[src/rtl/sbe_pkg.sv]
`timescale 1ns / 1ps

package sbe_pkg;

    // Default geometry of the basis.
    localparam int NUM_INNER_DEF = 6;
    localparam int ORDER_DEF     = 3;

    // Datapath widths, sized for the largest supported order and knot count.
    localparam int KNOT_W = 16;
    localparam int MV_W   = 40;
    localparam int ACC_W  = 64;
    localparam int DEN_W  = 19;
    localparam int MUL_W  = 19;
    localparam int MOUT_W = 24;
    localparam int IVAL_W = 17;
    localparam int IDX_W  = 5;
    localparam int LVL_W  = 3;
    localparam int CNT_W  = 7;

    // Reciprocal scaling for the fixed division of the I value by the order.
    localparam int I_SH = 22;
    localparam int I_RW = 22;

    localparam logic [IVAL_W-1:0] I_ONE = 17'h10000;

    // Register indexes on the configuration port.
    localparam logic [2:0] REG_LOWER = 3'd0;
    localparam logic [2:0] REG_UPPER = 3'd1;
    localparam logic [2:0] REG_KNOT1 = 3'd2;
    localparam logic [2:0] REG_KNOT2 = 3'd3;
    localparam logic [2:0] REG_KNOT3 = 3'd4;
    localparam logic [2:0] REG_KNOT4 = 3'd5;
    localparam logic [2:0] REG_KNOT5 = 3'd6;
    localparam logic [2:0] REG_KNOT6 = 3'd7;

    // Operation broadcast to every cell of the chain.
    typedef enum logic [2:0] {
        OP_NOP,
        OP_LOAD,
        OP_MUL,
        OP_SUMI,
        OP_SUM,
        OP_BIAS,
        OP_DIV,
        OP_STORE
    } op_t;

    // Which pass of the evaluation is running.
    typedef enum logic [1:0] {
        PH_BASE,
        PH_REC,
        PH_INT
    } phase_t;

    typedef struct packed {
        op_t              op;
        phase_t           phase;
        logic [LVL_W-1:0] lvl;
        logic [IDX_W-1:0] jint;
        logic             save;
    } cmd_t;

endpackage

[src/rtl/sbe_cell.sv]
`timescale 1ns / 1ps

module sbe_cell #(
    parameter int IDX   = 0,
    parameter int NKNOT = 14,
    parameter int MORD  = 4
) (
    input  logic                                         aclk,
    input  sbe_pkg::cmd_t                                cmd,
    input  logic [sbe_pkg::KNOT_W-1:0]                   sample,
    input  logic [NKNOT-1:0][sbe_pkg::KNOT_W-1:0]        knots,
    input  logic [sbe_pkg::MV_W-1:0]                     nb_mv,
    input  logic [sbe_pkg::ACC_W-1:0]                    nb_acc,
    output logic [sbe_pkg::MV_W-1:0]                     mv,
    output logic [sbe_pkg::ACC_W-1:0]                    acc,
    output logic [sbe_pkg::MOUT_W-1:0]                   mo,
    output logic [sbe_pkg::IVAL_W-1:0]                   iv
);
    import sbe_pkg::*;

    localparam int IP_W = MUL_W + I_RW;
    localparam logic [I_RW-1:0] I_RECIP =
        I_RW'(((64'd1 << I_SH) + 64'(MORD) - 64'd1) / 64'(MORD));

    logic [MV_W-1:0]   mv_reg, mv_next;
    logic [MOUT_W-1:0] mo_reg, mo_next;
    logic [ACC_W-1:0]  acc_reg, acc_next;
    logic [ACC_W-1:0]  w_reg, w_next;
    logic [MUL_W-1:0]  da_reg, da_next;
    logic [MUL_W-1:0]  db_reg, db_next;
    logic [DEN_W-1:0]  den_reg, den_next;
    logic [DEN_W-1:0]  rem_reg, rem_next;
    logic              ok_reg, ok_next;

    logic [KNOT_W-1:0] t_lo, t_hi, d1, d2, span;
    logic              has_hi, pos;
    logic [DEN_W:0]    trial;
    logic [MV_W-1:0]   mv_cap;
    logic [MV_W-1:0]   mv_new;
    logic [MUL_W-1:0]  iq0;
    logic [IP_W-1:0]   iprod;
    logic [IVAL_W-1:0] iv_q;

    // Knots bounding this cell's support at the current level.
    always_comb begin
        t_lo   = knots[IDX];
        t_hi   = '0;
        has_hi = 1'b0;
        for (int k = 0; k < NKNOT; k++) begin
            if (k == IDX + int'(cmd.lvl)) begin
                t_hi   = knots[k];
                has_hi = 1'b1;
            end
        end
        d1   = (sample > t_lo) ? sample - t_lo : '0;
        d2   = (t_hi > sample) ? t_hi - sample : '0;
        span = t_hi - t_lo;
        pos  = has_hi && (t_hi > t_lo);
    end

    // Step of the shared sequence: load, shift-add multiply, suffix sum, bias, divide, store.
    always_comb begin
        mv_next  = mv_reg;
        mo_next  = mo_reg;
        acc_next = acc_reg;
        w_next   = w_reg;
        da_next  = da_reg;
        db_next  = db_reg;
        den_next = den_reg;
        rem_next = rem_reg;
        ok_next  = ok_reg;
        trial    = {rem_reg, acc_reg[ACC_W-1]};
        mv_cap   = (|acc_reg[ACC_W-1:MV_W]) ? {MV_W{1'b1}} : acc_reg[MV_W-1:0];
        mv_new   = ok_reg ? mv_cap : '0;
        case (cmd.op)
            OP_LOAD: begin
                rem_next = '0;
                case (cmd.phase)
                    PH_BASE: begin
                        ok_next  = has_hi && (t_lo <= sample) && (sample < t_hi);
                        acc_next = ACC_W'(64'h1_0000_0000);
                        den_next = DEN_W'(span);
                    end
                    PH_REC: begin
                        ok_next  = pos;
                        acc_next = '0;
                        da_next  = MUL_W'(cmd.lvl) * MUL_W'(d1);
                        db_next  = MUL_W'(cmd.lvl) * MUL_W'(d2);
                        den_next = DEN_W'(cmd.lvl - LVL_W'(1)) * DEN_W'(span);
                    end
                    default: begin
                        ok_next  = pos && (IDX <= int'(cmd.jint));
                        acc_next = '0;
                        da_next  = MUL_W'(span);
                        db_next  = '0;
                    end
                endcase
            end
            OP_MUL: begin
                acc_next = (acc_reg << 1)
                         + (da_reg[MUL_W-1] ? ACC_W'(mv_reg) : '0)
                         + (db_reg[MUL_W-1] ? ACC_W'(nb_mv) : '0);
                da_next  = da_reg << 1;
                db_next  = db_reg << 1;
            end
            OP_SUMI: begin
                w_next   = ok_reg ? acc_reg : '0;
                acc_next = ok_reg ? acc_reg : '0;
            end
            OP_SUM: begin
                acc_next = w_reg + nb_acc;
            end
            OP_BIAS: begin
                acc_next = acc_reg + (ACC_W'(MORD) << 15);
            end
            OP_DIV: begin
                if (trial >= {1'b0, den_reg}) begin
                    rem_next = DEN_W'(trial - {1'b0, den_reg});
                    acc_next = {acc_reg[ACC_W-2:0], 1'b1};
                end else begin
                    rem_next = trial[DEN_W-1:0];
                    acc_next = {acc_reg[ACC_W-2:0], 1'b0};
                end
            end
            OP_STORE: begin
                if (cmd.phase != PH_INT) begin
                    mv_next = mv_new;
                    if (cmd.save) begin
                        mo_next = (|mv_new[MV_W-1:MOUT_W]) ? {MOUT_W{1'b1}}
                                                           : mv_new[MOUT_W-1:0];
                    end
                end
            end
            default: ;
        endcase
    end

    // I value from the biased sum: drop 16 fraction bits, then divide by the
    // order through a reciprocal multiply; sums of a full order or more clamp to one.
    always_comb begin
        iq0   = acc_reg[16 +: MUL_W];
        iprod = IP_W'(iq0) * IP_W'(I_RECIP);
        if (acc_reg >= (ACC_W'(MORD) << 32)) begin
            iv_q = I_ONE;
        end else begin
            iv_q = {1'b0, iprod[I_SH +: IVAL_W-1]};
        end
    end

    always_ff @(posedge aclk) begin
        mv_reg  <= mv_next;
        mo_reg  <= mo_next;
        acc_reg <= acc_next;
        w_reg   <= w_next;
        da_reg  <= da_next;
        db_reg  <= db_next;
        den_reg <= den_next;
        rem_reg <= rem_next;
        ok_reg  <= ok_next;
    end

    assign mv  = mv_reg;
    assign acc = acc_reg;
    assign mo  = mo_reg;
    assign iv  = iv_q;

endmodule

[config.mk]
export PLATFORM = sky130hd
export DESIGN_NAME = sbe_cell
export DESIGN_NICKNAME = d
export VERILOG_FILES = /design/src/rtl/sbe_pkg.sv /design/src/rtl/sbe_cell.sv
export SDC_FILE = /design/constraint.sdc
export NUM_CORES = 1
export LEC_CHECK = 0
export BUFFER_PORTS_ARGS = -buffer_cell sky130_fd_sc_hd__buf_2
export CORE_MARGIN = 2
export CORE_UTILIZATION = 50
export DETAILED_ROUTE_END_ITERATION = 8
export PLACE_DENSITY = 0.75
export SYNTH_ARGS = -nofsm -noshare
export SYNTH_HDL_FRONTEND = slang
export SYNTH_SLANG_ARGS = --single-unit
[constraint.sdc]
create_clock -name aclk -period 10.6 [get_ports aclk]
set_input_delay 3.18 -clock aclk [delete_from_list [all_inputs] [get_ports aclk]]
set_output_delay 3.18 -clock aclk [all_outputs]
set_load 0.005 [all_outputs]
==> impl_metrics.json <==
{
  "status": "completed",
  "finalSetupViolations": 0,
  "clock_sinks": 269,
  "vias": 28150,
  "die_h_um": 245.8,
  "clk_pin_slew_worst_paths_ps": 70,
  "multiInputGateArea_mm2": 0.01973,
  "crit_path_max_incr_delay_ps": 490,
  "stdcell_count": 4644,
  "p_leak_nw": 14.98,
  "gp_congestion": 0.9775,
  "crit_fanout": 4,
  "min_to": "db_reg[1]$_DFFE_PP_",
  "n_fill_cell": 5229,
  "syn-num-nets": 4176,
  "cpMostUsedCell": "ha_1",
  "grt_max_degree": 77,
  "yosysSeqAreaShare_pct": 27.63,
  "r2r_slack_ps": 5210,
  "hold_class": "reg -> reg",
  "rsz0062_at_grt": "false",
  "crit_path_start_kind": "input port",
  "dp.cells": 4587,
  "final_layout_size_suffix_gt1_share_pct": 16.96,
  "crit_path_top_delay_cell": "fa_1",
  "final_common_cell": "nand2_1",
  "wire_per_inst_um": 21.15,
  "antenna_found_initial": 5,
  "ioPinCount": 504,
  "final_antenna_net_count": 0,
  "power.density_mw_per_mm2": 151.3,
  "num_rows": 88,
  "synthDistinctLibCells": 88,
  "dp_hpwl_um": 76860,
  "total_power_mw": 5.094,
  "cp.arrival_ps": 10420,
  "netlist_instances": 3464,
  "r2r-start": "da_reg[18]$_DFFE_PP_",
  "clock_path_buffers": 3,
  "numPortBuffers": 402,
  "final-max-slew-violation-count": 0,
  "post-route-period-util_pct": 95.22,
  "areaGrowthSynthToFinish_pct": 15.18,
  "fin_worst_skew_ps": 15.75,
  "relSlewSlack_pct": 18.45,
  "drtIter0Drc": 2334,
  "synth-seq-cells": 269,
  "rr_endpoint": "acc[59]$_DFFE_PP_",
  "htree_levels": 1,
  "synth-edff-count": 269,
  "cts_resized": 0,
  "worstRegToRegCells": 15,
  "drc": 0,
  "initial_utilization_pct": 50.58,
  "synthFlopType": "edfxtp_1",
  "firstDrtPassIters": 6,
  "cts_buffers": 29,
  "required_ps": 10920,
  "cap_viol_max_count": 0,
  "grt_pass1_vias": 27260,
  "final-hold-violation-count": 0,
  "endpoint_kind": "flip-flop",
  "wl_um": 98210,
  "via_per_inst": 6.061,
  "fmax_mhz": 99.08,
  "cts-hold-fix-buffers": 0,
  "synthesis.area_mm2": 0.02924,
  "grt_pass1_wl_um": 151200,
  "cts_tree": "built",
  "overflow": 0,
  "dieArea_mm2": 0.06043,
  "cts_root_buf": "clkbuf_16",
  "avgSynthCellArea_um2": 8.441,
  "timing.hold.ws_ps": 512.0,
  "ff_latch_area_mm2": 0.008078,
  "worstMarginPinSlew_ps": 1217,
  "layout_common_cells": "405 x nand2_1, 402 x buf_2, 269 x edfxtp_1",
  "crit_type": "in -> reg",
  "post_cts_buffers": 0,
  "clk_latency_ps": 590,
  "chipWidth_um": 245.8,
  "fin_crit_ps": 10090,
  "grt_usage_pct": 31.80,
  "async_flop_share_pct": 0,
  "vdd_ir_drop_max_mv": 0.1080,
  "yosys_warnings": 0,
  "fin_nets": 4565,
  "min_from": "db_reg[0]$_SDFFCE_PP0P_",
  "core_mm2": 0.05781,
  "holdPathStages": 2
}
metrics by stage:
step / area (um^2) / TNS, ps / worst slack, ps / utilization [%]
floorplan: 29240 / 0 / 173.8 / -
global placement: 32690 / 0 / 16.90 / 56.55
detailed placement: 32690 / -347.3 / -97.75 / 56.55
CTS: 33630 / 0 / 464.8 / 58.18
global route: 33670 / 0 / 1.839 / 58.24
finish: 33680 / 0 / 506.9 / 58.26
synth_stat cells (32+ instances only):
master	n	area, um^2
edfxtp_1	269	8078
xnor2_1	128	1121
a22oi_1	41	307.8
nand3_1	86	430.4
a211oi_1	43	322.8
nor2b_1	32	200.2
nor2_1	257	964.7
fa_1	104	2082
o21bai_1	34	255.2
nand2b_1	43	269.0
nand2_1	405	1520
nand4_1	57	356.6
inv_1	218	818.3
a21o_1	96	720.7
a21oi_1	231	1156
and2_1	168	1051
clkbuf_1	170	638.1
nor3_1	70	350.3
xor2_1	85	744.5
ha_1	249	3115
o21ai_0	220	1101
cell families after synthesis:
kind of cell / synth area share, %
adder cells (fa/ha/maj): 17.77
AND/OR/NAND/NOR: 20.39
buffers and inverters: 5.276
flip-flops: 27.63
multiplexers: 1.010
AO/OA/AOI/OAI: 21.54
XOR/XNOR: 6.380
critical path: cells and delay by family:
kind	cells	cell delay, ps
AOI/OAI and AO/OA	18	3180
xor gates and xnor gates	2	390
adders and majority gates	6	2060
buffers and inverters	5	660
and+or+nand+nor	8	910
how the worst max path moves through the flow:
stage	start	endpoint	slack [ps]	cells after the start
after global routing	cmd[6]	db_reg[17]$_DFFE_PP_	2	40
after detailed placement	cmd[6]	den_reg[18]$_SDFFCE_PN0P_	-100	40
after global placement	cmd[6]	den_reg[18]$_SDFFCE_PN0P_	20	39
after floorplan	cmd[7]	db_reg[17]$_DFFE_PP_	170	38
after CTS	cmd[6]	den_reg[18]$_SDFFCE_PN0P_	460	40
final	cmd[6]	den_reg[18]$_SDFFCE_PN0P_	510	39
metal layers:
metal / wire (um) / up-vias / global-route usage, %
met5: 36 / - / 0
met4: 5258 / 6 / 16.35
met3: 9170 / 280 / 5.009
met2: 45900 / 1493 / 53.71
met1: 37840 / 13090 / 39.22
li1: - / 13280 / -
cell type report:
class,count,area share (%)
Multi-Input combinational cell,2787,58.58
Clock inverter,22,0.6576
Clock buffer,29,2.155
Inverter,218,2.430
Tap cell,765,2.842
Sequential cell,269,23.98
Antenna cell,6,0.04458
Timing Repair Buffer,548,9.303
power breakdown:
part | switching [mW] | internal (mW) | total [mW] | leakage [nW]
Sequential | 0.160 | 1.31 | 1.47 | 2.56
Clock | 0.459 | 0.595 | 1.05 | 0.464
Combinational | 1.45 | 1.12 | 2.57 | 12.0
Total | 2.07 | 3.02 | 5.09 | 15.0
Power figures use the tool's default switching activity.
